`src/design/smsd_pkg.sv`:
```
// ============================================================================
// smsd_pkg: shared types and constants for the stream mean / stdev core
// Beat layouts, run record, sizing constants and back-end sequencer states.
// ============================================================================
package smsd_pkg;

    // Sample and result formats
    localparam int SAMPLE_W  = 16;
    localparam int FRAC_BITS = 8;
    localparam int MAX_COUNT = 65536;
    localparam int CNT_W     = $clog2(MAX_COUNT + 1);
    localparam int MEAN_W    = SAMPLE_W + FRAC_BITS;
    localparam int STD_W     = 24;

    // Front datapath
    localparam int DIFF_W  = SAMPLE_W + 1;
    localparam int DMAG_W  = SAMPLE_W;
    localparam int D2_W    = 2 * DMAG_W;
    localparam int SUM_W   = 34;
    localparam int SQSUM_W = 49;

    // Queue between front and back
    localparam int QDEPTH   = 2;
    localparam int QPTR_W   = $clog2(QDEPTH);
    localparam int QCOUNT_W = $clog2(QDEPTH + 1);

    // Back datapath
    localparam int SMAG_W   = SUM_W - 1;
    localparam int MUL_W    = 33;
    localparam int PROD_W   = 2 * MUL_W;
    localparam int QLO_W    = 32;
    localparam int HP_W     = SQSUM_W - QLO_W + CNT_W;
    localparam int DEV_W    = PROD_W;
    localparam int DVD_W    = DEV_W + 2 * FRAC_BITS;
    localparam int DVS_W    = 2 * CNT_W - 1;
    localparam int DREM_W   = DVS_W + 1;
    localparam int DCNT_W   = $clog2(DVD_W + 1);
    localparam int RAD_W    = 2 * STD_W;
    localparam int SREM_W   = STD_W + 2;
    localparam int SCNT_W   = $clog2(STD_W + 1);

    typedef struct packed {
        logic signed [SAMPLE_W-1:0] sample;
        logic                       last_sample;
    } in_beat_t;

    typedef struct packed {
        logic signed [MEAN_W-1:0] mean_value;
        logic [STD_W-1:0]         std_dev;
        logic [CNT_W-1:0]         sample_total;
        logic                     overflowed;
    } out_beat_t;

    // Totals of one closed run
    typedef struct packed {
        logic signed [SAMPLE_W-1:0] shift;
        logic signed [SUM_W-1:0]    sum;
        logic [SQSUM_W-1:0]         sqsum;
        logic [CNT_W-1:0]           count;
        logic                       dropped;
    } run_rec_t;

    typedef enum logic [3:0] {
        ST_IDLE,
        ST_MUL_QLO,
        ST_MUL_QHI,
        ST_MUL_SQ,
        ST_MUL_NN,
        ST_DIV_MEAN_GO,
        ST_DIV_MEAN_WAIT,
        ST_DIV_VAR_GO,
        ST_DIV_VAR_WAIT,
        ST_SQRT_GO,
        ST_SQRT_WAIT,
        ST_EMIT
    } back_state_t;

endpackage

```
`src/design/smsd_queue.sv`:
```
// ============================================================================
// smsd_queue: run record queue
// Short FIFO of closed-run totals between the front and the back end.
// ============================================================================
module smsd_queue (
    input  logic                aclk,
    input  logic                aresetn,
    input  logic                push,
    input  smsd_pkg::run_rec_t  push_data,
    output logic                full,
    input  logic                pop,
    output smsd_pkg::run_rec_t  pop_data,
    output logic                empty
);
    import smsd_pkg::*;

    run_rec_t             entry_reg [QDEPTH];
    logic [QPTR_W-1:0]    wr_ptr_reg;
    logic [QPTR_W-1:0]    rd_ptr_reg;
    logic [QCOUNT_W-1:0]  count_reg;
    logic                 do_push;
    logic                 do_pop;

    assign full     = (count_reg == QCOUNT_W'(QDEPTH));
    assign empty    = (count_reg == '0);
    assign do_push  = push && !full;
    assign do_pop   = pop && !empty;
    assign pop_data = entry_reg[rd_ptr_reg];

    // Pointers and fill level
    always_ff @(posedge aclk) begin
        if (!aresetn) begin
            wr_ptr_reg <= '0;
            rd_ptr_reg <= '0;
            count_reg  <= '0;
        end else begin
            if (do_push) begin
                wr_ptr_reg <= (wr_ptr_reg == QPTR_W'(QDEPTH - 1)) ? '0
                                                                  : wr_ptr_reg + QPTR_W'(1);
            end
            if (do_pop) begin
                rd_ptr_reg <= (rd_ptr_reg == QPTR_W'(QDEPTH - 1)) ? '0
                                                                  : rd_ptr_reg + QPTR_W'(1);
            end
            if (do_push && !do_pop) begin
                count_reg <= count_reg + QCOUNT_W'(1);
            end else if (do_pop && !do_push) begin
                count_reg <= count_reg - QCOUNT_W'(1);
            end
        end
    end

    always_ff @(posedge aclk) begin
        if (do_push) begin
            entry_reg[wr_ptr_reg] <= push_data;
        end
    end

endmodule

```
`config.mk`:
```
export PLATFORM = sky130hd
export DESIGN_NAME = smsd_queue
export DESIGN_NICKNAME = d
export VERILOG_FILES = /design/src/design/smsd_pkg.sv /design/src/design/smsd_queue.sv
export SDC_FILE = /design/constraint.sdc
export NUM_CORES = 1
export LEC_CHECK = 0
export ABC_CLOCK_PERIOD_IN_PS = 7900
export BUFFER_PORTS_ARGS = -buffer_cell sky130_fd_sc_hd__buf_2
export CAP_MARGIN = 25
export CELL_PAD_IN_SITES_DETAIL_PLACEMENT = 1
export CELL_PAD_IN_SITES_GLOBAL_PLACEMENT = 1
export CORE_UTILIZATION = 44
export CTS_CLUSTER_SIZE = 40
export DETAILED_ROUTE_END_ITERATION = 7
export PLACE_DENSITY = 0.86
export SYNTH_ARGS = -nofsm -noshare
export SYNTH_HDL_FRONTEND = slang
export SYNTH_SLANG_ARGS = --single-unit
```
`constraint.sdc`:
```
create_clock -name aclk -period 7.9 [get_ports aclk]
set_input_delay 1.975 -clock aclk [delete_from_list [all_inputs] [get_ports aclk]]
set_output_delay 1.975 -clock aclk [all_outputs]
set_load 0.02 [all_outputs]
```
Word level (Yosys, flattened, before mapping)
Memory sizes are Yosys's and may differ from the RTL's. A register that Yosys moved wholly into a read port is not among the register bits.
Index checks and enable logic that the tools add are counted.
Widths: inputs -> output; s select.
Operators by class
  equal/unequal tests: 1
  add/subtract/negate cells: 4
  reduce and logical (&&, ||, !) cells: 10
  mux-type cells: 8
Operators by type and width (number)
  $mux 1: 6
  $logic_and 1x1->1: 4
  $logic_not 1->1: 4
  $mux 2: 2
  $add 1x1->1 const B: 2
  $add 2x1->2 const B: 1
  $eq 2x2->1 const B: 1
  $logic_not 2->1: 1
  $reduce_bool 2->1: 1
  $sub 2x1->2 const B: 1
Storage, ports and cells
  flip-flop bits (word level): 4
  memories kept: 1
  input bits: 121
  output and inout port bits: 119
  RAM bits: 234
  logic and storage cells: 27
Memory list
  entry_reg: depth 2, width 117, rd ports 1, clocked after memory_dff 1, wr ports 1, line smsd_queue.sv:17  | run_rec_t entry_reg [QDEPTH];

Longest topological paths before layout
  depth after elaboration: 7
  gate-level depth with buffers: 7
  mapped depth without buffers: 7

Worst setup path before layout
Ideal clock, no wire load.
  path type: in2reg
  start point: input push
  end point: memory entry_reg[0][0] (netlist bit), enable pin
  setup slack: 0.755 ns
  path buffers: 0
  setup time: 0.573 ns
  data arrival time: 6.572 ns
  data required time: 7.327 ns
  stages: 2
  cell sequence: inv_1 nor3_2
Between the ends
  cells in the longest elaborated chain, start to end: 3
Ends and longest elaborated chain
  from (decl): line smsd_queue.sv:8  | input logic push,
  $logic_and 1x1->1: line smsd_queue.sv:26  | assign do_push = push && !full;
  $mux 1: line smsd_queue.sv:54  | if (do_push) begin
  $mux 1 (implied by the code): line smsd_queue.sv:55  | entry_reg[wr_ptr_reg] <= push_data;
  to (decl): line smsd_queue.sv:17
No other way between the ends.

==> impl_metrics.csv <==
group,metric,value,unit
place,place.gp.congestion,0.736,
clock_tree,clockRootBuffer,"clkbuf_16",
job,drv_cap,0,
setup_path,worstPathMaxFanout,44,
routing,wl,18.6,mm
final_layout,layout_common_cells,"buf_2, edfxtp_1, mux2_2, mux2_4, clkbuf_16",
final_layout,largest_reg_flops,234,
clock_tree,htreeDepth,1,
final_layout,area_growth,26.0,%
die,ios,240,
yosys,synth_area_leaders,"edfxtp_1, mux2_2, mux2_4",
sta,finalSetupTns,0,ns
yosys,synth_area_per_cell,22.6,sq um
place,dpl_cell_area,10300,sq um
final_layout,drive_above_1_share,59.2,%
final_layout,fin_cells,929,
die,die_w,143,um
final_layout,diodes,0,
sta,setup_viol,0,
routing,ant_nets,0,
clock_tree,clock_latency,0.51,ns
clock_tree,cts_hold_buf,0,
yosys,syn_area,8790,sq um
clock_tree,clkSinkCount,239,
die,initial_utilization,45.0,%
power_and_ir_drop,p_leak,4.17,nW
power_and_ir_drop,finalPower,3.78,mW
die,rows,51,
yosys,yosysTopAreaCell,"edfxtp_1",
place,dpl_worst_slack,3.53,ns
sta,max_clock_freq,242,MHz
die,dieArea,20500,sq um
sta,slew_violations,0,
routing,vias,4521,
sta,fin_worst_skew,0.0104,ns
power_and_ir_drop,p_per_area,341,nW/um^2
sta,setup_ws,3.76,ns
final_layout,fin_nets,770,
outcome,status,"finished clean",
routing,detail_route.first_pass.iterations,4,
global_route,grt_pass1_wl,26.8,mm
hold_path,hold_path.class,"flip-flop to flip-flop",
sta,whs,0.542,ns
global_route,antenna_found_initial,1,
place,dpl.hpwl,12.7,mm
clock_tree,clk_pin_slew,0.06,ns
routing,route.detailed.drc,0,
clock_tree,cts_tree,"built",
yosys,synth_nets,511,
clock_tree,ctsResizeCount,0,
sta,rsz0062_at_grt,"no",
yosys,synth_warnings,0,
yosys,synth_top_cell_area_share,80.0,%
global_route,grt_max_degree,82,
final_layout,mostFrequentLayoutCell,"buf_2",
routing,drt_iter0_markers,203,
sta,period_share,52.4,%
yosys,yosysUniqueCellTypes,21,
die,die_y,143,um
place,placedCellCount,884,
global_route,grt_pass1_vias,4998,
setup_path,worstPathRequired,5.93,ns
die,core-area,19500,sq um
clock_tree,cts_made_buffers,25,
clock_tree,clockBufferDepth,3,
sta,max_slew_margin,41.0,%
sta,period_minus_slack,4.14,ns
setup_path,cp-end-kind,"output pin",
setup_path,worst_setup_path_start_kind,"flip-flop",
global_route,grt.total_usage,17.5,%
routing,wire_per_inst,20.0,um
sta,finalHoldViolCount,0,
yosys,yosysSeqAreaShare,81.1,%
power_and_ir_drop,ir_worst_vdd,214,uV
routing,via_per_inst,4.87,
yosys,syn_inst,389,
place,portBuffers,239,
clock_tree,post-cts-setup-buffer-count,0,
setup_path,path_class,"flip-flop to output pin",
setup_path,cp.arrival,2.16,ns
yosys,yosys_register_bits,239,
global_route,gr-total-overflow,0,
final_layout,final_util,56.7,%
final_layout,stdcell_area,11100,sq um
sta,worst_slew_pin_slew,0.885,ns
final cells by class:
cell class              instances  area [sq um]
clock inverters                 9          91.3
clock buffers                  34           659
well taps                     265           332
repair buffers                245          1280
flip-flops and latches        239          7130
multi-input cells             135          1570
fillers                      1850          8460
inverters                       2          7.51
synth_stat cells:
master    number
nor2_1         2
or3_1          1
inv_1          2
buf_2          8
o21ai_0        1
xnor2_1        2
a21boi_0       1
a21boi_1       1
o21a_1         1
and3_1         1
nor3_2         1
and2_1         3
xor2_1         1
dfxtp_1        5
mux2_4        30
mux2_2        87
buf_6          5
ha_1           1
nand2b_1       1
edfxtp_1     234
o21ai_1        1
report_power, final:
group / switching [mW] / internal, mW
logic: 0.616 / 0.423
clock network: 0.441 / 0.645
registers: 0.0580 / 1.60
path summary, 6_finish.rpt:
kind,start,to,slack (ns),depth (start not counted)
min,count_reg[1],count_reg[1],0.54,2
max reg2reg,count_reg[0],entry_reg[0][78],5.15,5
min reg2reg,count_reg[1],count_reg[1],0.54,2
max,flip-flop,pop_data[32],3.76,3
kinds of logic after synthesis:
logic type,after synthesis,synth area share (%)
DFF,239,81.1
muxes,117,16.3
buffers and inverters,15,1.18
and+or+nand+nor,9,0.627
AOI/OAI and AO/OA,5,0.370
xor gates and xnor gates,3,0.299
adders and majority gates,1,0.142
metal layers:
metal	share of wire, %	routed length, um	vias up	GRT usage [%]
li1	-	-	2064	-
met4	2.4	452	0	6.10
met5	0	0	-	0
met1	36	6680	2246	18.6
met2	54	10100	176	33.4
met3	7.5	1400	35	4.50
worst max-delay path, cell delays in order (launching register included):
cell	delay, ns
dfxtp_4	0.47
buf_4	0.56
mux2_2	0.41
buf_2	0.16
Note: power is estimated with default switching activity, not from simulation.
