==> config.mk <==
export PLATFORM = sky130hd
export DESIGN_NAME = smsd_front
export DESIGN_NICKNAME = d
export VERILOG_FILES = /design/src/design/smsd_pkg.sv /design/src/design/smsd_front.sv
export SDC_FILE = /design/constraint.sdc
export NUM_CORES = 1
export LEC_CHECK = 0
export BUFFER_PORTS_ARGS = -buffer_cell sky130_fd_sc_hd__clkbuf_2
export CORE_UTILIZATION = 35
export CTS_CLUSTER_DIAMETER = 100
export DETAILED_ROUTE_END_ITERATION = 10
export GPL_TIMING_DRIVEN = 0
export PLACE_DENSITY = 0.58
export SYNTH_ARGS = -nofsm -noshare
export SYNTH_HDL_FRONTEND = slang
export SYNTH_SLANG_ARGS = --single-unit
==> constraint.sdc <==
create_clock -name aclk -period 11 [get_ports aclk]
set_input_delay 1.1 -clock aclk [delete_from_list [all_inputs] [get_ports aclk]]
set_output_delay 1.1 -clock aclk [all_outputs]
set_load 0.02 [all_outputs]
==> src/design/smsd_pkg.sv <==
// ============================================================================
// smsd_pkg: shared types and constants for the stream mean / stdev core
// Beat layouts, run record, sizing constants and back-end sequencer states.
// ============================================================================
package smsd_pkg;

    // Sample and result formats
    localparam int SAMPLE_W  = 16;
    localparam int FRAC_BITS = 8;
    localparam int MAX_COUNT = 65536;
    localparam int CNT_W     = $clog2(MAX_COUNT + 1);
    localparam int MEAN_W    = SAMPLE_W + FRAC_BITS;
    localparam int STD_W     = 24;

    // Front datapath
    localparam int DIFF_W  = SAMPLE_W + 1;
    localparam int DMAG_W  = SAMPLE_W;
    localparam int D2_W    = 2 * DMAG_W;
    localparam int SUM_W   = 34;
    localparam int SQSUM_W = 49;

    // Queue between front and back
    localparam int QDEPTH   = 2;
    localparam int QPTR_W   = $clog2(QDEPTH);
    localparam int QCOUNT_W = $clog2(QDEPTH + 1);

    // Back datapath
    localparam int SMAG_W   = SUM_W - 1;
    localparam int MUL_W    = 33;
    localparam int PROD_W   = 2 * MUL_W;
    localparam int QLO_W    = 32;
    localparam int HP_W     = SQSUM_W - QLO_W + CNT_W;
    localparam int DEV_W    = PROD_W;
    localparam int DVD_W    = DEV_W + 2 * FRAC_BITS;
    localparam int DVS_W    = 2 * CNT_W - 1;
    localparam int DREM_W   = DVS_W + 1;
    localparam int DCNT_W   = $clog2(DVD_W + 1);
    localparam int RAD_W    = 2 * STD_W;
    localparam int SREM_W   = STD_W + 2;
    localparam int SCNT_W   = $clog2(STD_W + 1);

    typedef struct packed {
        logic signed [SAMPLE_W-1:0] sample;
        logic                       last_sample;
    } in_beat_t;

    typedef struct packed {
        logic signed [MEAN_W-1:0] mean_value;
        logic [STD_W-1:0]         std_dev;
        logic [CNT_W-1:0]         sample_total;
        logic                     overflowed;
    } out_beat_t;

    // Totals of one closed run
    typedef struct packed {
        logic signed [SAMPLE_W-1:0] shift;
        logic signed [SUM_W-1:0]    sum;
        logic [SQSUM_W-1:0]         sqsum;
        logic [CNT_W-1:0]           count;
        logic                       dropped;
    } run_rec_t;

    typedef enum logic [3:0] {
        ST_IDLE,
        ST_MUL_QLO,
        ST_MUL_QHI,
        ST_MUL_SQ,
        ST_MUL_NN,
        ST_DIV_MEAN_GO,
        ST_DIV_MEAN_WAIT,
        ST_DIV_VAR_GO,
        ST_DIV_VAR_WAIT,
        ST_SQRT_GO,
        ST_SQRT_WAIT,
        ST_EMIT
    } back_state_t;

endpackage

==> src/design/smsd_front.sv <==
// ============================================================================
// smsd_front: sample intake and run accumulation
// Stage 1 classifies each beat (run start, counted, dropped) and squares the
// shifted value; stage 2 updates the run totals and pushes a closed run.
// ============================================================================
module smsd_front (
    input  logic                aclk,
    input  logic                aresetn,
    input  logic                s_valid,
    output logic                s_ready,
    input  smsd_pkg::in_beat_t  s_data,
    output logic                q_push,
    output smsd_pkg::run_rec_t  q_push_data,
    input  logic                q_full
);
    import smsd_pkg::*;

    // Classify stage
    logic                       open_reg;
    logic [CNT_W-1:0]           cnt_reg;
    logic signed [SAMPLE_W-1:0] shift_reg;

    logic                       p_valid_reg;
    logic                       p_first_reg;
    logic                       p_drop_reg;
    logic                       p_last_reg;
    logic signed [DIFF_W-1:0]   p_d_reg;
    logic [D2_W-1:0]            p_d2_reg;
    logic signed [SAMPLE_W-1:0] p_shift_reg;
    logic [CNT_W-1:0]           p_count_reg;

    // Accumulate stage
    logic signed [SUM_W-1:0]    acc_sum_reg;
    logic [SQSUM_W-1:0]         acc_sq_reg;
    logic                       acc_drop_reg;
    logic signed [SUM_W-1:0]    acc_sum_next;
    logic [SQSUM_W-1:0]         acc_sq_next;
    logic                       acc_drop_next;

    logic                       s_accept;
    logic                       p_consume;
    logic                       is_first;
    logic                       is_drop;
    logic signed [DIFF_W-1:0]   diff;
    logic [DIFF_W-1:0]          diff_mag;
    logic [DMAG_W-1:0]          dmag;

    // Stage 2 drains unless a closing beat finds the queue full
    assign p_consume = p_valid_reg && !(p_last_reg && q_full);
    assign s_ready   = !p_valid_reg || p_consume;
    assign s_accept  = s_valid && s_ready;

    assign is_first = !open_reg;
    assign is_drop  = open_reg && (cnt_reg >= CNT_W'(MAX_COUNT));
    assign diff     = DIFF_W'(s_data.sample) - DIFF_W'(shift_reg);
    assign diff_mag = diff[DIFF_W-1] ? DIFF_W'(-diff) : DIFF_W'(diff);
    assign dmag     = diff_mag[DMAG_W-1:0];

    // Run tracking and classify register
    always_ff @(posedge aclk) begin
        if (!aresetn) begin
            open_reg    <= 1'b0;
            cnt_reg     <= '0;
            p_valid_reg <= 1'b0;
        end else begin
            if (s_accept) begin
                p_valid_reg <= 1'b1;
                if (is_first) begin
                    cnt_reg <= CNT_W'(1);
                end else if (!is_drop) begin
                    cnt_reg <= cnt_reg + CNT_W'(1);
                end
                open_reg <= !s_data.last_sample;
            end else if (p_consume) begin
                p_valid_reg <= 1'b0;
            end
        end
    end

    always_ff @(posedge aclk) begin
        if (s_accept) begin
            p_first_reg <= is_first;
            p_drop_reg  <= is_drop;
            p_last_reg  <= s_data.last_sample;
            p_d_reg     <= diff;
            p_d2_reg    <= dmag * dmag;
            if (is_first) begin
                shift_reg   <= s_data.sample;
                p_shift_reg <= s_data.sample;
                p_count_reg <= CNT_W'(1);
            end else begin
                p_shift_reg <= shift_reg;
                p_count_reg <= is_drop ? cnt_reg : cnt_reg + CNT_W'(1);
            end
        end
    end

    // Totals update
    always_comb begin
        acc_sum_next  = acc_sum_reg;
        acc_sq_next   = acc_sq_reg;
        acc_drop_next = acc_drop_reg;
        if (p_first_reg) begin
            acc_sum_next  = '0;
            acc_sq_next   = '0;
            acc_drop_next = 1'b0;
        end else if (p_drop_reg) begin
            acc_drop_next = 1'b1;
        end else begin
            acc_sum_next = acc_sum_reg + SUM_W'(p_d_reg);
            acc_sq_next  = acc_sq_reg + SQSUM_W'(p_d2_reg);
        end
    end

    always_ff @(posedge aclk) begin
        if (p_consume) begin
            acc_sum_reg  <= acc_sum_next;
            acc_sq_reg   <= acc_sq_next;
            acc_drop_reg <= acc_drop_next;
        end
    end

    // Closed run goes to the queue
    assign q_push              = p_consume && p_last_reg;
    assign q_push_data.shift   = p_shift_reg;
    assign q_push_data.sum     = acc_sum_next;
    assign q_push_data.sqsum   = acc_sq_next;
    assign q_push_data.count   = p_count_reg;
    assign q_push_data.dropped = acc_drop_next;

endmodule

# Word level (Yosys, flattened, before mapping)
# Index checks and enable logic that the tools add are counted.
[totals] regBits=188 latch_bits=0 ramBits=0 rom_bits=0 inputBits=21 output_inout_bits=119 memories=0
[op_classes] addsub=5 multipliers=1 div_mod_pow=0 magnitude_cmp=1 n_eq_ne=0 n_shift=0 muxes=12 n_bitwise=1 n_reduce_logical=12
[op_table] operator="2-to-1 mux 49 bit" count=2
[op_table] operator="2-to-1 mux 34 bit" count=2
[op_table] operator="adder 49 x 32 -> 49 bit" count=1
[op_table] operator="adder 34 x 17 -> 34 bit" count=1
[op_table] operator="2-to-1 mux 17 bit" count=2
[op_table] operator="multiplier 16 x 16 -> 32 bit" count=1
[op_table] operator="2-to-1 mux 16 bit" count=2
[op_table] operator="adder 17 x 1 -> 17 bit (second input constant)" count=1
[op_table] operator=">= comparator 17 bit (second input constant)" count=1
[op_table] operator="subtractor 16 x 16 -> 17 bit" count=1
[op_table] operator="negation 16 bit" count=1
[op_table] operator="logical AND 1 bit" count=5
[op_table] operator="zero test 1 bit" count=4
[op_table] operator="2-to-1 mux 1 bit" count=4
[op_table] operator="AND reduction 2 bit" count=1
[op_table] operator="nonzero test 2 bit" count=1
[op_table] operator="logical OR 1 bit" count=1
[op_table] operator="inverter 1 bit" count=1

# Longest topological paths before layout
# Gate-level depths: netlist (run 1).
[depth] ltp_word=6 depth_mapped=38 mapped_depth_nobuf=38

# Worst setup path after synthesis (run 1)
# No wires, ideal clock.
[synth_timing] path_type="in2reg" startpoint="input s_data[1] (netlist bit)" endpoint="register p_d2_reg[31], data pin" setup_ns=0.269 arrival_time_ns=9.017 t_required_ns=10.731 path_slack_ns=1.714 path_stages=34 cell_sequence="inv_1 ha_1 fa_1 nand2b_1 a21oi_1 o31ai_1 a2111oi_2 a31oi_1 a31oi_1 inv_2 nand2_1 a21boi_0 clkbuf_1 nor2_1 fa_1 inv_1 fa_1 inv_1 fa_1 inv_1 fa_1 fa_1 inv_1 fa_1 ha_1 nand3_1 nor2_1 and3_1 o211a_1 o211a_1 nand4_1 or3_1 a311oi_1 xor3_1"
[synth_lines] item="start: declaration" line="smsd_front.sv:11" text="input smsd_pkg::in_beat_t s_data,"
[synth_lines] item="subtractor 16 x 16 -> 17 bit" line="smsd_front.sv:55" text="assign diff = DIFF_W'(s_data.sample) - DIFF_W'(shift_reg);"
[synth_lines] item="net diff[16]" line="smsd_front.sv:44" text="logic signed [DIFF_W-1:0] diff;"
[synth_lines] item="2-to-1 mux 16 bit" line="smsd_front.sv:56" text="assign diff_mag = diff[DIFF_W-1] ? DIFF_W'(-diff) : DIFF_W'(diff);"
[synth_lines] item="multiplier 16 x 16 -> 32 bit" line="smsd_front.sv:86" text="p_d2_reg <= dmag * dmag;"
[synth_lines] item="end signal: assignment" line="smsd_front.sv:86"
[synth_lines] item="end: declaration" line="smsd_front.sv:28" text="logic [D2_W-1:0] p_d2_reg;"
# The timed path passes the listed nets, and every way through them passes these cells.
# A chain may end at the register's enable or synchronous reset.

# Worst setup path after layout (run 1)
# Ends and elaborated chain as after synthesis.

==> run metrics, run 1 <==
commonest non-fill, non-tap cell in the layout=inv_1; Post-Syn Nets=approximately 2400; Post-CTS Setup Bufs=0; total grt overflow=0; WP data arrival=between 10 and 15 ns; Gate Count Post-Synth=between 2000 and 2500; Avg Cell Area, Syn=9.421 um^2; Ys Warns=0; Seq cells post-synth=186; Hold WC Path Type=register to register; share of layout cells above drive strength 1=0.1077; clock skew=0.01303 ns; Max clock buf depth=2; endpoints failing setup=0; Worst Setup SP=s_data[1]; drt first pass iters=5; DP Worst Slack=0.05603 ns; Crit-path slowest cell=clkbuf_1; vias per std cell=5.076; antenna cell count=0; CTS H-tree depth=4; antenna violations before repair=0; FF-to-FF Start=p_shift_reg[0]; HP Start=cnt_reg[11]; post-route clock period utilization=0.9340; crit-path max cell delay=roughly 0.57 ns; commonest cells after routing, fill and taps aside=299 x inv_1, 224 x nor2_1, 179 x ha_1; hold_ws=0.4955 ns; number of max-cap violations=0; # IOs=140; Total Negative Setup Slacks=0 ns; nets=between 2000 and 3000; clock slew at reported path FFs=around 0.070 ns; first-pass GRT wire length=~80 mm; Die Height=234.4 um; Seq/Total Area, Yosys=0.2855; cell repeated most along the worst path=fa_1; CTS tree=done; CORE AREA=0.05297 mm^2; vias in the first global route=14800; RSZ-0062 raised after global routing=false; Tmin final=between 10 and 15 ns; Sink Count=between 150 and 200; number of cell rows=84; slack of the critical path=a little over 0.7 ns; CTS Hold Bufs=0; Initial Util=0.3568; slew of the pin with the lowest slew margin=between 1 and 1.5 ns; synthesis-to-layout area growth=12.30%; post-cts resize count=0; total routed wirelength=about 50 mm; Setup CP Type=input pin to register; Netlist cell types=80; Hold Fails Final Rpt=0; Worst-Skew Late Latency=0.46 ns; number of synthesized flops with an enable pin=167; max reg flops=49; Worst Setup End Kind=register; headroom to the max-slew limit=0.1260; max-slew violation count=0; synthesized area=0.01890 mm^2; status=completed; CTS buffer count=17; GRT Overall Usage=0.1880; Antenna Violating Nets Remaining=0; largest net degree at the start of global routing=just over 50; achievable frequency=roughly 100 MHz; Async SR Flop Fraction=0; Crit path required time=11.19 ns; Die ar.=between 0.05 and 0.06 mm^2; IO Port Bufs=~140; die width=between 200 and 250 um; routability congestion estimate from global placement=roughly 0.9; clk root buf=clkbuf_16; Iter 0 DRT Violations=slightly below 800; CP max FO=10; dpl hpwl=~40 mm; crit path launch type=input pin; Post-synth top flop=edfxtp_1; drc violations=0; via count=approximately 15000; per-cell routed wire length=around 17 um
## synth_stat cells (all sizes together), types with 4 or more instances
library cell,count,share of area
a2111oi,4,0.0028
a211o,5,0.0023
a211oi,15,0.0060
a21boi,13,0.0052
a21o,49,0.019
a21oi,134,0.036
a22o,11,0.0051
a31oi,11,0.0040
and2,8,0.0026
and3,12,0.0040
buf,10,0.0028
clkbuf,40,0.0079
dfxtp,19,0.020
edfxtp,167,0.27
fa,166,0.18
ha,179,0.12
inv,311,0.062
mux2i,12,0.0064
nand2,149,0.030
nand2b,17,0.0056
nand3,22,0.0058
nand4,15,0.0050
nor2,227,0.045
nor2b,32,0.011
nor3,37,0.010
nor3b,5,0.0020
nor4,8,0.0026
o211a,5,0.0026
o211ai,6,0.0024
o21a,20,0.0079
o21ai,69,0.019
o21bai,11,0.0044
o31a,5,0.0023
o31ai,8,0.0032
or2,8,0.0026
or3,26,0.0086
xnor2,89,0.043
xor2,37,0.019
## final timing paths
| path | end | slack, ns | cells past startpoint |
|---|---|---|---|
| min reg2reg | cnt_reg[11] | 0.50 | 2 |
| max | p_d2_reg[31] | 0.73 | 35 |
| min | cnt_reg[11] | 0.50 | 2 |
| max reg2reg | p_d2_reg[31] | 1.09 | 33 |
## cell families after synthesis
group,after synthesis,synth area share
AOI/OAI and AO/OA,396,0.1367
buffers and inverters,362,0.07270
adders and majority gates,345,0.2944
xor gates and xnor gates,127,0.06343
muxes,13,0.006952
and+or+nand+nor,577,0.1404
DFF,186,0.2855
## stage by stage
step	cells	util	cell area [um^2]
6_report	2871	0.4007	21220
5_1_grt	2871	0.4007	21220
4_1_cts	2871	0.4004	21210
3_5_place_dp	2839	0.3895	20630
3_3_place_gp	2833	0.3861	20450
2_1_floorplan	2006	-	18900
## area by class of cell
type	instances	area, um^2
clock buffer	22	474.2
tap	688	860.8
multi-input combinational	1458	12160
fill	5228	31750
clock inverter	10	103.9
timing repair buffer	145	853.3
sequential	186	5395
inverter	312	1171
buffer	50	206.4
## metal layers
layer	wire [um]	up-vias	track usage
li1	-	7125	-
met5	0	-	0
met4	741	0	0.04778
met2	24260	306	0.3256
met3	2145	44	0.02578
met1	22540	7099	0.2458
## critical path, delay by kind of cell
kind,cells,cell delay (ns)
compound gates,11,2.48
xor+xnor,2,0.70
fa+ha+maj,9,3.99
buf+inv,8,1.13
simple gates,5,1.06
Power of run 1 is not shown: default switching activity piles up to over one toggle a cycle in this logic, so the estimate is an artifact.
==> run 2: changes to the inputs <==
CORE_UTILIZATION = 33   (was 35)
MAX_ROUTING_LAYER = met4   (was unset)
PLACE_DENSITY = 0.56   (was 0.58)
==> run metrics, run 2 (synthesis results as in run 1) <==
status=completed; filler instances=5609 (+7.3%); FF-to-FF path depth=32 (-3.0%); total grt overflow=0 (unchanged); post-route clock period utilization=0.9434 (+0.009350); crit path launch type=input pin; Hold WC Path Type=register to register; Setup CP Type=input pin to register; post-layout util=0.3761 (-0.02460); GRT Overall Usage=0.1821 (-0.005912); CORE AREA=0.05650 mm^2 (+6.7%); share of layout cells above drive strength 1=0.1082 (+0.0005076); drc violations=0 (unchanged); routability congestion estimate from global placement=0.8988 (-1.3%); antenna cell count=0 (unchanged); commonest non-fill, non-tap cell in the layout=inv_1; drt first pass iters=5 (unchanged); endpoints failing setup=0 (unchanged); hold_ws=0.4895 ns (-0.005960 ns); FF+latch area=0.005395 mm^2 (unchanged); CTS buffer count=17 (unchanged); clk root buf=clkbuf_16; # IOs=140 (unchanged); total routed wirelength=50.31 mm (+1.2%); crit-path max cell delay=0.62 ns (+0.05 ns); die width=241.3 um (+3.0%); per-cell routed wire length=17.12 um (-1.1%); HP Start=cnt_reg[11]; Die Height=241.3 um (+3.0%); largest net degree at the start of global routing=58 (+14%); slew of the pin with the lowest slew margin=1.408 ns (+0.1060 ns); headroom to the max-slew limit=0.05485 (-0.07117); Initial Util=0.3345 (-0.02226); clock slew at reported path FFs=0.07 ns (about the same); RSZ-0062 raised after global routing=false; Antenna Violating Nets Remaining=0 (unchanged); via count=14590 (+0.10%); r2r endpoint=p_d2_reg[31]; Max clock buf depth=2 (unchanged); dpl hpwl=40.61 mm (+1.0%); vias in the first global route=14710 (-0.66%); Hold EP=cnt_reg[11]; WP data arrival=10.57 ns (+0.11 ns); CTS tree=done; max reg flops=49 (unchanged); vias per std cell=4.966 (-2.2%); number of cell rows=87 (+3.6%); nets=2535 (-0.039%); achievable frequency=96.37 MHz (-0.99%); Worst Setup End Kind=register; Sink Count=186 (unchanged); commonest cells after routing, fill and taps aside=299 x inv_1, 224 x nor2_1, 179 x ha_1; cell repeated most along the worst path=fa_1; Iter 0 DRT Violations=716 (-7.7%); Tmin final=10.38 ns (+0.1029 ns); Crit-path slowest cell=a21boi_0; Crit path required time=11.20 ns (about the same); WHS Path Cells=2 (unchanged); antenna violations before repair=0 (unchanged); Hold Fails Final Rpt=0 (unchanged); flop-to-flop setup slack=0.98 ns (-0.11 ns); multi-input logic area=0.01216 mm^2 (unchanged); FF-to-FF Start=p_shift_reg[0]; CTS H-tree depth=4 (unchanged); max-slew violation count=0 (unchanged); Worst-Skew Late Latency=0.46 ns (about the same); IO Port Bufs=139 (unchanged); synthesis-to-layout area growth=12.42%; Die ar.=0.05823 mm^2 (+6.0%); first-pass GRT wire length=79.78 mm (-0.32%); CP max FO=10 (unchanged); clock skew=0.01229 ns (-0.0007378 ns); number of max-cap violations=0 (unchanged)
[run 2: changes by cell type in the layout (fill, tap and decap cells not counted), sizes merged]
cell and change:
buf -1, bufinv -1, clkbuf -5, clkinvlp +1, inv +5
[run 2: routing by layer]
layer,up-vias,track usage,part of all wire
met1,7114,0.2312,0.45
met4,0,0.05946,0.026
met2,303,0.2949,0.47
li1,7107,-,-
met5,-,-,0
met3,65,0.02997,0.054
[run 2: worst max-delay path, delay by kind of cell]
| kind | cells | cell delay (ns) |
|---|---|---|
| adders and majority gates | 9 | 4.04 |
| AOI/OAI and AO/OA | 10 | 2.94 |
| and+or+nand+nor | 6 | 1.13 |
| xor gates and xnor gates | 1 | 0.29 |
| buffers and inverters | 8 | 1.04 |
[run 2: layout make-up]
type,instances,area share
inverters,312,0.05512
multi-input cells,1458,0.5723
repair buffers,144,0.03852
flip-flops and latches,186,0.2539
well taps,756,0.04452
clock buffers,17,0.02002
clock inverters,15,0.005889
plain buffers,50,0.009717
[run 2: per-stage QoR]
step           worst slack, ns  cell area (um^2)  cells  setup TNS (ns)
3_3_place_gp            -1.666             20540   2901          -41.73
2_1_floorplan            1.714             18900   2006               0
4_1_cts                 0.4691             21230   2938               0
3_5_place_dp          -0.01491             20680   2906        -0.01491
5_1_grt                0.08810             21250   2938               0
6_report                0.6228             21250   2938               0
[run 2: worst max-delay path by stage]
stage,depth (start not counted),slack (ns),start,endpoint
5_1_grt,35,0.09,s_data[1],p_d2_reg[31]
4_1_cts,33,0.47,s_data[1],p_d2_reg[31]
2_1_floorplan,34,1.71,s_data[1],p_d2_reg[31]
3_5_place_dp,33,-0.01,s_data[1],p_d2_reg[31]
6_report,34,0.62,s_data[1],p_d2_reg[31]
3_3_place_gp,4,-1.67,q_full,q_push
[run 2: timing repair]
| item | CTS | global route |
|---|---|---|
| hold buffers | 0 | 0 |
| setup endpoints to repair | 0 | 1 |
| resized for setup | 0 | 2 |
| setup buffers | 0 | 0 |
Power of run 2 is left out for the same reason.
