[src/design/smsd_pkg.sv]
// ============================================================================
// smsd_pkg: shared types and constants for the stream mean / stdev core
// Beat layouts, run record, sizing constants and back-end sequencer states.
// ============================================================================
package smsd_pkg;

    // Sample and result formats
    localparam int SAMPLE_W  = 16;
    localparam int FRAC_BITS = 8;
    localparam int MAX_COUNT = 65536;
    localparam int CNT_W     = $clog2(MAX_COUNT + 1);
    localparam int MEAN_W    = SAMPLE_W + FRAC_BITS;
    localparam int STD_W     = 24;

    // Front datapath
    localparam int DIFF_W  = SAMPLE_W + 1;
    localparam int DMAG_W  = SAMPLE_W;
    localparam int D2_W    = 2 * DMAG_W;
    localparam int SUM_W   = 34;
    localparam int SQSUM_W = 49;

    // Queue between front and back
    localparam int QDEPTH   = 2;
    localparam int QPTR_W   = $clog2(QDEPTH);
    localparam int QCOUNT_W = $clog2(QDEPTH + 1);

    // Back datapath
    localparam int SMAG_W   = SUM_W - 1;
    localparam int MUL_W    = 33;
    localparam int PROD_W   = 2 * MUL_W;
    localparam int QLO_W    = 32;
    localparam int HP_W     = SQSUM_W - QLO_W + CNT_W;
    localparam int DEV_W    = PROD_W;
    localparam int DVD_W    = DEV_W + 2 * FRAC_BITS;
    localparam int DVS_W    = 2 * CNT_W - 1;
    localparam int DREM_W   = DVS_W + 1;
    localparam int DCNT_W   = $clog2(DVD_W + 1);
    localparam int RAD_W    = 2 * STD_W;
    localparam int SREM_W   = STD_W + 2;
    localparam int SCNT_W   = $clog2(STD_W + 1);

    typedef struct packed {
        logic signed [SAMPLE_W-1:0] sample;
        logic                       last_sample;
    } in_beat_t;

    typedef struct packed {
        logic signed [MEAN_W-1:0] mean_value;
        logic [STD_W-1:0]         std_dev;
        logic [CNT_W-1:0]         sample_total;
        logic                     overflowed;
    } out_beat_t;

    // Totals of one closed run
    typedef struct packed {
        logic signed [SAMPLE_W-1:0] shift;
        logic signed [SUM_W-1:0]    sum;
        logic [SQSUM_W-1:0]         sqsum;
        logic [CNT_W-1:0]           count;
        logic                       dropped;
    } run_rec_t;

    typedef enum logic [3:0] {
        ST_IDLE,
        ST_MUL_QLO,
        ST_MUL_QHI,
        ST_MUL_SQ,
        ST_MUL_NN,
        ST_DIV_MEAN_GO,
        ST_DIV_MEAN_WAIT,
        ST_DIV_VAR_GO,
        ST_DIV_VAR_WAIT,
        ST_SQRT_GO,
        ST_SQRT_WAIT,
        ST_EMIT
    } back_state_t;

endpackage

[src/design/smsd_div.sv]
// ============================================================================
// smsd_div: radix-2 restoring divider
// One quotient bit per cycle; the dividend register shifts the quotient in.
// ============================================================================
module smsd_div (
    input  logic                        aclk,
    input  logic                        aresetn,
    input  logic                        start,
    input  logic [smsd_pkg::DVD_W-1:0]  dividend,
    input  logic [smsd_pkg::DVS_W-1:0]  divisor,
    output logic                        done,
    output logic [smsd_pkg::DVD_W-1:0]  quotient
);
    import smsd_pkg::*;

    logic [DVD_W-1:0]   dvd_reg;
    logic [DREM_W-1:0]  rem_reg;
    logic [DVS_W-1:0]   dvs_reg;
    logic [DCNT_W-1:0]  cnt_reg;
    logic               busy_reg;
    logic               done_reg;

    logic [DREM_W-1:0]  rem_shift;
    logic [DREM_W:0]    trial;
    logic               fits;

    // One subtract-and-compare step
    assign rem_shift = {rem_reg[DREM_W-2:0], dvd_reg[DVD_W-1]};
    assign trial     = {1'b0, rem_shift} - (DREM_W + 1)'(dvs_reg);
    assign fits      = !trial[DREM_W];

    always_ff @(posedge aclk) begin
        if (!aresetn) begin
            busy_reg <= 1'b0;
            done_reg <= 1'b0;
            cnt_reg  <= '0;
        end else begin
            done_reg <= busy_reg && (cnt_reg == DCNT_W'(1));
            if (start) begin
                busy_reg <= 1'b1;
                cnt_reg  <= DCNT_W'(DVD_W);
            end else if (busy_reg) begin
                cnt_reg <= cnt_reg - DCNT_W'(1);
                if (cnt_reg == DCNT_W'(1)) begin
                    busy_reg <= 1'b0;
                end
            end
        end
    end

    always_ff @(posedge aclk) begin
        if (start) begin
            dvd_reg <= dividend;
            dvs_reg <= divisor;
            rem_reg <= '0;
        end else if (busy_reg) begin
            dvd_reg <= {dvd_reg[DVD_W-2:0], fits};
            rem_reg <= fits ? trial[DREM_W-1:0] : rem_shift;
        end
    end

    assign done     = done_reg;
    assign quotient = dvd_reg;

endmodule

[src/design/smsd_sqrt.sv]
// ============================================================================
// smsd_sqrt: digit-by-digit integer square root
// Two radicand bits per cycle, one root bit per cycle, floored result.
// ============================================================================
module smsd_sqrt (
    input  logic                        aclk,
    input  logic                        aresetn,
    input  logic                        start,
    input  logic [smsd_pkg::RAD_W-1:0]  radicand,
    output logic                        done,
    output logic [smsd_pkg::STD_W-1:0]  root
);
    import smsd_pkg::*;

    logic [RAD_W-1:0]   rad_reg;
    logic [SREM_W-1:0]  rem_reg;
    logic [STD_W-1:0]   root_reg;
    logic [SCNT_W-1:0]  cnt_reg;
    logic               busy_reg;
    logic               done_reg;

    logic [SREM_W-1:0]  rem_shift;
    logic [SREM_W-1:0]  cand;
    logic [SREM_W:0]    trial;
    logic               fits;

    // Try root bit: remainder against 4*root + 1
    assign rem_shift = {rem_reg[SREM_W-3:0], rad_reg[RAD_W-1:RAD_W-2]};
    assign cand      = {root_reg, 2'b01};
    assign trial     = {1'b0, rem_shift} - {1'b0, cand};
    assign fits      = !trial[SREM_W];

    always_ff @(posedge aclk) begin
        if (!aresetn) begin
            busy_reg <= 1'b0;
            done_reg <= 1'b0;
            cnt_reg  <= '0;
        end else begin
            done_reg <= busy_reg && (cnt_reg == SCNT_W'(1));
            if (start) begin
                busy_reg <= 1'b1;
                cnt_reg  <= SCNT_W'(STD_W);
            end else if (busy_reg) begin
                cnt_reg <= cnt_reg - SCNT_W'(1);
                if (cnt_reg == SCNT_W'(1)) begin
                    busy_reg <= 1'b0;
                end
            end
        end
    end

    always_ff @(posedge aclk) begin
        if (start) begin
            rad_reg  <= radicand;
            rem_reg  <= '0;
            root_reg <= '0;
        end else if (busy_reg) begin
            rad_reg  <= {rad_reg[RAD_W-3:0], 2'b00};
            rem_reg  <= fits ? trial[SREM_W-1:0] : rem_shift;
            root_reg <= {root_reg[STD_W-2:0], fits};
        end
    end

    assign done = done_reg;
    assign root = root_reg;

endmodule

[src/design/smsd_back.sv]
// ============================================================================
// smsd_back: run finisher
// Sequencer over a shared 33x33 multiplier, the divider and the square root
// unit; turns one run record into mean and stdev in an output register.
// ============================================================================
module smsd_back (
    input  logic                aclk,
    input  logic                aresetn,
    input  logic                q_empty,
    input  smsd_pkg::run_rec_t  q_pop_data,
    output logic                q_pop,
    output logic                m_valid,
    input  logic                m_ready,
    output smsd_pkg::out_beat_t m_data
);
    import smsd_pkg::*;

    back_state_t                state_reg;
    back_state_t                state_next;

    // Working copy of the run
    logic signed [SAMPLE_W-1:0] shift_reg;
    logic [SQSUM_W-1:0]         sqsum_reg;
    logic [CNT_W-1:0]           count_reg;
    logic                       dropped_reg;
    logic                       neg_reg;
    logic [SMAG_W-1:0]          smag_reg;

    // Intermediates
    logic [DEV_W-1:0]           big_reg;
    logic [HP_W-1:0]            hp_reg;
    logic [PROD_W-1:0]          sq_reg;
    logic [DVS_W-1:0]           n2_reg;
    logic [DEV_W-1:0]           dev_reg;
    logic [MEAN_W-1:0]          mean_reg;
    logic [STD_W-1:0]           std_reg;

    logic                       m_valid_reg;
    out_beat_t                  m_data_reg;

    logic [MUL_W-1:0]           mul_a;
    logic [MUL_W-1:0]           mul_b;
    logic [PROD_W-1:0]          prod;
    logic                       div_start;
    logic [DVD_W-1:0]           div_dividend;
    logic [DVS_W-1:0]           div_divisor;
    logic                       div_done;
    logic [DVD_W-1:0]           div_quot;
    logic                       sqrt_start;
    logic                       sqrt_done;
    logic [STD_W-1:0]           sqrt_root;
    logic                       out_free;
    logic [SUM_W-1:0]           sum_mag;
    logic [MEAN_W-1:0]          mean_q;

    assign out_free = !m_valid_reg || m_ready;
    assign prod     = mul_a * mul_b;
    assign sum_mag  = q_pop_data.sum[SUM_W-1] ? SUM_W'(-q_pop_data.sum)
                                              : SUM_W'(q_pop_data.sum);
    assign mean_q   = div_quot[MEAN_W-1:0];

    smsd_div u_div (
        .aclk     (aclk),
        .aresetn  (aresetn),
        .start    (div_start),
        .dividend (div_dividend),
        .divisor  (div_divisor),
        .done     (div_done),
        .quotient (div_quot)
    );

    smsd_sqrt u_sqrt (
        .aclk     (aclk),
        .aresetn  (aresetn),
        .start    (sqrt_start),
        .radicand (div_quot[RAD_W-1:0]),
        .done     (sqrt_done),
        .root     (sqrt_root)
    );

    // Next state
    always_comb begin
        state_next = state_reg;
        case (state_reg)
            ST_IDLE:          if (!q_empty) state_next = ST_MUL_QLO;
            ST_MUL_QLO:       state_next = ST_MUL_QHI;
            ST_MUL_QHI:       state_next = ST_MUL_SQ;
            ST_MUL_SQ:        state_next = ST_MUL_NN;
            ST_MUL_NN:        state_next = ST_DIV_MEAN_GO;
            ST_DIV_MEAN_GO:   state_next = ST_DIV_MEAN_WAIT;
            ST_DIV_MEAN_WAIT: if (div_done) state_next = ST_DIV_VAR_GO;
            ST_DIV_VAR_GO:    state_next = ST_DIV_VAR_WAIT;
            ST_DIV_VAR_WAIT:  if (div_done) state_next = ST_SQRT_GO;
            ST_SQRT_GO:       state_next = ST_SQRT_WAIT;
            ST_SQRT_WAIT:     if (sqrt_done) state_next = ST_EMIT;
            ST_EMIT:          if (out_free) state_next = ST_IDLE;
            default:          state_next = ST_IDLE;
        endcase
    end

    // Control outputs and operand steering
    always_comb begin
        q_pop        = 1'b0;
        mul_a        = '0;
        mul_b        = '0;
        div_start    = 1'b0;
        div_dividend = '0;
        div_divisor  = '0;
        sqrt_start   = 1'b0;
        case (state_reg)
            ST_IDLE: begin
                q_pop = !q_empty;
            end
            ST_MUL_QLO: begin
                mul_a = MUL_W'(sqsum_reg[QLO_W-1:0]);
                mul_b = MUL_W'(count_reg);
            end
            ST_MUL_QHI: begin
                mul_a = MUL_W'(sqsum_reg[SQSUM_W-1:QLO_W]);
                mul_b = MUL_W'(count_reg);
            end
            ST_MUL_SQ: begin
                mul_a = MUL_W'(smag_reg);
                mul_b = MUL_W'(smag_reg);
            end
            ST_MUL_NN: begin
                mul_a = MUL_W'(count_reg);
                mul_b = MUL_W'(count_reg);
            end
            ST_DIV_MEAN_GO: begin
                div_start    = 1'b1;
                div_dividend = DVD_W'({smag_reg, {FRAC_BITS{1'b0}}});
                div_divisor  = DVS_W'(count_reg);
            end
            ST_DIV_VAR_GO: begin
                div_start    = 1'b1;
                div_dividend = {dev_reg, {(2 * FRAC_BITS){1'b0}}};
                div_divisor  = n2_reg;
            end
            ST_SQRT_GO: begin
                sqrt_start = 1'b1;
            end
            default: begin
            end
        endcase
    end

    always_ff @(posedge aclk) begin
        if (!aresetn) begin
            state_reg <= ST_IDLE;
        end else begin
            state_reg <= state_next;
        end
    end

    // Datapath registers, loaded by step
    always_ff @(posedge aclk) begin
        case (state_reg)
            ST_IDLE: begin
                shift_reg   <= q_pop_data.shift;
                sqsum_reg   <= q_pop_data.sqsum;
                count_reg   <= q_pop_data.count;
                dropped_reg <= q_pop_data.dropped;
                neg_reg     <= q_pop_data.sum[SUM_W-1];
                smag_reg    <= sum_mag[SMAG_W-1:0];
            end
            ST_MUL_QLO: begin
                big_reg <= prod;
            end
            ST_MUL_QHI: begin
                hp_reg <= prod[HP_W-1:0];
            end
            ST_MUL_SQ: begin
                sq_reg  <= prod;
                big_reg <= big_reg + DEV_W'({hp_reg, {QLO_W{1'b0}}});
            end
            ST_MUL_NN: begin
                n2_reg  <= prod[DVS_W-1:0];
                dev_reg <= (big_reg >= sq_reg) ? big_reg - sq_reg : '0;
            end
            ST_DIV_MEAN_WAIT: begin
                if (div_done) begin
                    mean_reg <= {shift_reg, {FRAC_BITS{1'b0}}}
                              + (neg_reg ? MEAN_W'(-mean_q) : mean_q);
                end
            end
            ST_SQRT_WAIT: begin
                if (sqrt_done) begin
                    std_reg <= sqrt_root;
                end
            end
            default: begin
            end
        endcase
    end

    // Output register
    always_ff @(posedge aclk) begin
        if (!aresetn) begin
            m_valid_reg <= 1'b0;
        end else if (state_reg == ST_EMIT && out_free) begin
            m_valid_reg <= 1'b1;
        end else if (m_ready) begin
            m_valid_reg <= 1'b0;
        end
    end

    always_ff @(posedge aclk) begin
        if (state_reg == ST_EMIT && out_free) begin
            m_data_reg.mean_value   <= mean_reg;
            m_data_reg.std_dev      <= std_reg;
            m_data_reg.sample_total <= count_reg;
            m_data_reg.overflowed   <= dropped_reg;
        end
    end

    assign m_valid = m_valid_reg;
    assign m_data  = m_data_reg;

endmodule
[config.mk]
export PLATFORM = sky130hd
export DESIGN_NAME = smsd_back
export DESIGN_NICKNAME = d
export VERILOG_FILES = /design/src/design/smsd_pkg.sv /design/src/design/smsd_div.sv /design/src/design/smsd_sqrt.sv /design/src/design/smsd_back.sv
export SDC_FILE = /design/constraint.sdc
export NUM_CORES = 2
export LEC_CHECK = 0
export BUFFER_PORTS_ARGS = -buffer_cell sky130_fd_sc_hd__buf_4
export CORE_MARGIN = 2
export CORE_UTILIZATION = 38
export DETAILED_ROUTE_END_ITERATION = 10
export REMOVE_ABC_BUFFERS = 1
export SETUP_SLACK_MARGIN = 0.3
export SYNTH_ARGS = -nofsm -noshare
export SYNTH_HDL_FRONTEND = slang
export SYNTH_SLANG_ARGS = --single-unit
[constraint.sdc]
create_clock -name aclk -period 20.6 [get_ports aclk]
set_clock_uncertainty 0.1 [all_clocks]
set_input_delay 6.18 -clock aclk [delete_from_list [all_inputs] [get_ports aclk]]
set_output_delay 6.18 -clock aclk [all_outputs]
set_load 0.01 [all_outputs]
Word-level counts from Yosys, hierarchy flattened
Index checks and enable logic that the tools add are counted.
- register bits after elaboration: 761
- word-level logic and storage cells: 117
- add/subtract/negate cells: 9
- $mul: 1
- order comparisons: 1
- eq/ne operators: 18
- muxes and demuxes: 34
- bitwise gates (word level): 1
- reduce and logical (&&, ||, !) cells: 20
- operators with widths (operator ; number):
    $mux 82 ; 2
    $pmux 82 s2 ; 1
    $pmux 33 s2 ; 2
    $pmux 33 s4 ; 1
    $pmux 66 s2 ; 1
    $mux 48 ; 2
    $add 66x66->66 ; 1
    $ge 66x66->1 ; 1
    $mul 33x33->66 ; 1
    $mux 33 ; 2
    $sub 66x66->66 ; 1
    $mux 24 ; 2
    $pmux 4 s12 ; 1
    $sub 34x33->35 ; 1
    $neg 33->33 ; 1
    $sub 26x26->27 ; 1
    $add 24x24->24 ; 1
    $neg 24->24 ; 1
    $mux 4 ; 5
    $eq 4x3->1 const B ; 4
    $eq 4x4->1 const B ; 4
    $mux 7 ; 2
    $mux 1 ; 11
    $mux 5 ; 2
    18 further kinds ; 33

Depth between registers and ports, before layout
- depth in word-level cells: 5
- depth in mapped cells: 39
- depth with buffers taken out: 34

Cells and area by module
A second synthesis with hierarchy kept.
- cells, all modules: 7404
- area total of the unflattened synthesis: 72991.3 um2
- modules (own cells, without submodules) (module ; instances ; cells an instance ; area each (um2) ; sequential area each (um2)):
    smsd_back ; 1 ; 6147 ; 59251.8 ; 14994.4
    smsd_div ; 1 ; 732 ; 8186.6 ; 4294.1
    smsd_sqrt ; 1 ; 525 ; 5552.8 ; 2542.4

Worst setup path before layout
Ideal clock, no wire load.
- path kind: flip-flop to output port
- start: register state_reg[0]
- end: output port q_pop
- arrival: 12.653 ns
- required time: 14.320 ns
- path slack: 1.667 ns
- stages on the path, launching flop included: 4
- cell sequence: dfxtp_1 -> clkbuf_1 -> nor4_1 -> and2_1
- cells in the longest elaborated chain, start to end: 2
- ends and longest elaborated chain (element ; RTL line ; RTL):
    start: declaration ; smsd_back.sv:18 ; back_state_t state_reg;
    start signal: assignment ; smsd_back.sv:152 ; state_reg <= state_next;
    $logic_not 4->1 ; smsd_back.sv:110 ; case (state_reg)
    $mux 1 ; smsd_back.sv:110 ;
    end: declaration ; smsd_back.sv:11 ; output logic q_pop,
Every way passes these cells.

Worst setup path after layout
- start: input port q_empty
- end: output port q_pop
- cells in the longest elaborated chain, start to end: 2
- ends and longest elaborated chain (element ; RTL line ; RTL):
    start: declaration ; smsd_back.sv:9 ; input logic q_empty,
    $logic_not 1->1 ; smsd_back.sv:112 ; q_pop = !q_empty;
    $mux 1 ; smsd_back.sv:110 ;
Every way passes these cells.

==> reports/qor.csv <==
metric,value,unit
status,finished with violations,
failing checks,DRC,
Core ar.,188000,sq um
register area share after synthesis,0.304,
Starting Density,0.382,
Setup crit start kind,input pin,
layout cells sized above 1,0.0746,
Die Span Y,439,um
WHS,317,ps
Via density,5.30,
max FFs per register,82,
peak supply drop,0.0837,mV
Total GRT Usage,0.232,
DP HPWL,174000,um
Synth Instances,7323,
die area,192000,sq um
initial antenna violation count,13,
Yosys top cell by area,edfxtp_1,
GR Overflow Total,0,
nature of the critical path endpoint,output pin,
RSZ-0062 raised after global routing,no,
final wirelength,223000,um
Post-synth EDFFs,659,
DR iter-0 viols,4471,
Worst Path Max Fanout,2,
final instance area,79400,sq um
"Top FF cell, synth",edfxtp_1,
Synth area leaders,"edfxtp_1 28%, fa_1 27%, ha_1 7.7%",
multi-input logic area,44200,sq um
kind of critical path,input pin to output pin,
"Distinct cells, synth",90,
first-pass GRT wire length,335000,um
Worst-Skew Late Latency,730,ps
Area Overhead vs Synth,10.6,%
placer's final routability congestion estimate,0.944,
mapped cell area,71800,sq um
post-synthesis register bit count,761,
CTS HTree Levels,3,
number of setup violations in the final report,0,
first drt pass iteration count,11,
residual DRC count,38,
Setup Buffers After CTS,0,
total of warnings raised by yosys,0,
Worst EP arrival,6580,ps
vias in the first global route,54500,
CTS Hold Bufs,0,
slew margin rel.,0.0804,
LEAKAGE,0.0358,uW
Cell Pwr Density,84.0,nW/um^2
Via Count,52900,
Clock Path Buffers,3,
Final Max Tran Viols,0,
syn avg cell area,9.80,sq um
Post-synth top cells,"1250 x inv_1, 995 x nand2_1, 962 x fa_1",
DRT antenna net count,0,
"Reg clk slew, reported paths",60,ps
# nets final,8930,
FF/Latch Area,21800,sq um
DP Area,76300,sq um
"Req. time, crit path",14320,ps
CTS root buffer,clkbuf_16,
Min-Delay Path Class,flip-flop to flip-flop,
Num CTS Buffers,86,
port bufs,188,
post_cts resized,0,
Boundary Pins,189,
Tightest Pin Transition,1380,ps
"count leader, synth",inv_1,
Synth async-reset ratio,0,
Die X,439,um
clock sink count,761,
Yosys top cell area share,0.276,
fin crit period,12860,ps
setup TNS,0,ps
Row Count,159,
fmax,77.8,MHz
Hold Fails Final Rpt,0,
fin crit share,0.624,
pin count of the biggest net entering global routing,118,
CTS tree,yes,
max-cap viol count,0,
DR WL/cell,22.4,um
fill count,18100,
final timing paths:
check | from | end | slack [ps] | depth (start not counted)
max | q_empty | q_pop | 7740 | 4
min | std_reg[7]$_DFFE_PP_ | m_data[25]$_DFFE_PP_ | 320 | 0
max reg2reg | state_reg[3]$_SDFFE_PN0P_ | big_reg[62]$_DFFE_PP_ | 8430 | 32
min reg2reg | std_reg[7]$_DFFE_PP_ | m_data[25]$_DFFE_PP_ | 320 | 0
where the power goes:
| group | total, uW | internal, uW | switching (uW) |
|---|---|---|---|
| Combinational | 2960 | 1010 | 1950 |
| Sequential | 2020 | 1910 | 110 |
| Clock | 1690 | 1010 | 680 |
| Total | 6670 | 3930 | 2740 |
critical path: stages:
cell	delay, ps
buf_4	110
inv_1	50
and2_1	120
buf_4	120
final cells by class:
| type | count | area share |
|---|---|---|
| Antenna cell | 9 | 0.000284 |
| Clock buffer | 103 | 0.0287 |
| Clock inverter | 57 | 0.0106 |
| Inverter | 1254 | 0.0593 |
| Multi-Input combinational cell | 4987 | 0.557 |
| Sequential cell | 761 | 0.275 |
| Tap cell | 2495 | 0.0393 |
| Timing Repair Buffer | 314 | 0.0300 |
metrics by stage:
step           utilization  instances  power, uW  worst slack [ps]
6_report             0.423       9980       6670              7740
5_1_grt              0.423       9971       7050              7710
4_1_cts              0.423       9971       6690              7730
3_5_place_dp         0.406       9811       4980              7730
3_3_place_gp         0.406       9811       4940              7730
2_1_floorplan            -       7002       3850              1770
routing by layer:
metal	share of wire	track usage
met1	0.39	0.285
met2	0.48	0.387
met3	0.083	0.0472
met4	0.056	0.117
met5	0.000067	0
logic make-up (layout without fill, tap and decap cells):
family / Yosys count / in the layout / share of synthesized area
AO/OA/AOI/OAI: 1042 / 1042 / 0.0965
XOR/XNOR: 269 / 269 / 0.0328
adder cells (fa/ha/maj): 1405 / 1405 / 0.345
buffers and inverters: 1575 / 1728 / 0.0828
flip-flops: 761 / 761 / 0.304
multiplexers: 52 / 52 / 0.00742
other: 0 / 9 / 0
AND/OR/NAND/NOR: 2219 / 2219 / 0.131
cells in the final DEF (no fill, tap or decap), drive strengths merged, types with 37 or more instances in the layout:
cell type  count
buf          314
a22o          66
o21ai        215
a21oi        267
edfxtp       659
nor2         789
clkbuf       103
dfxtp        102
xor2          86
and3          44
nand2b        40
nand3         58
nor2b         39
nand2        995
nand4         46
mux2i         42
fa           962
a21o         147
xnor2        183
and2          88
ha           443
a22oi         37
inv         1261
Note: power is estimated with default switching activity, not from simulation.
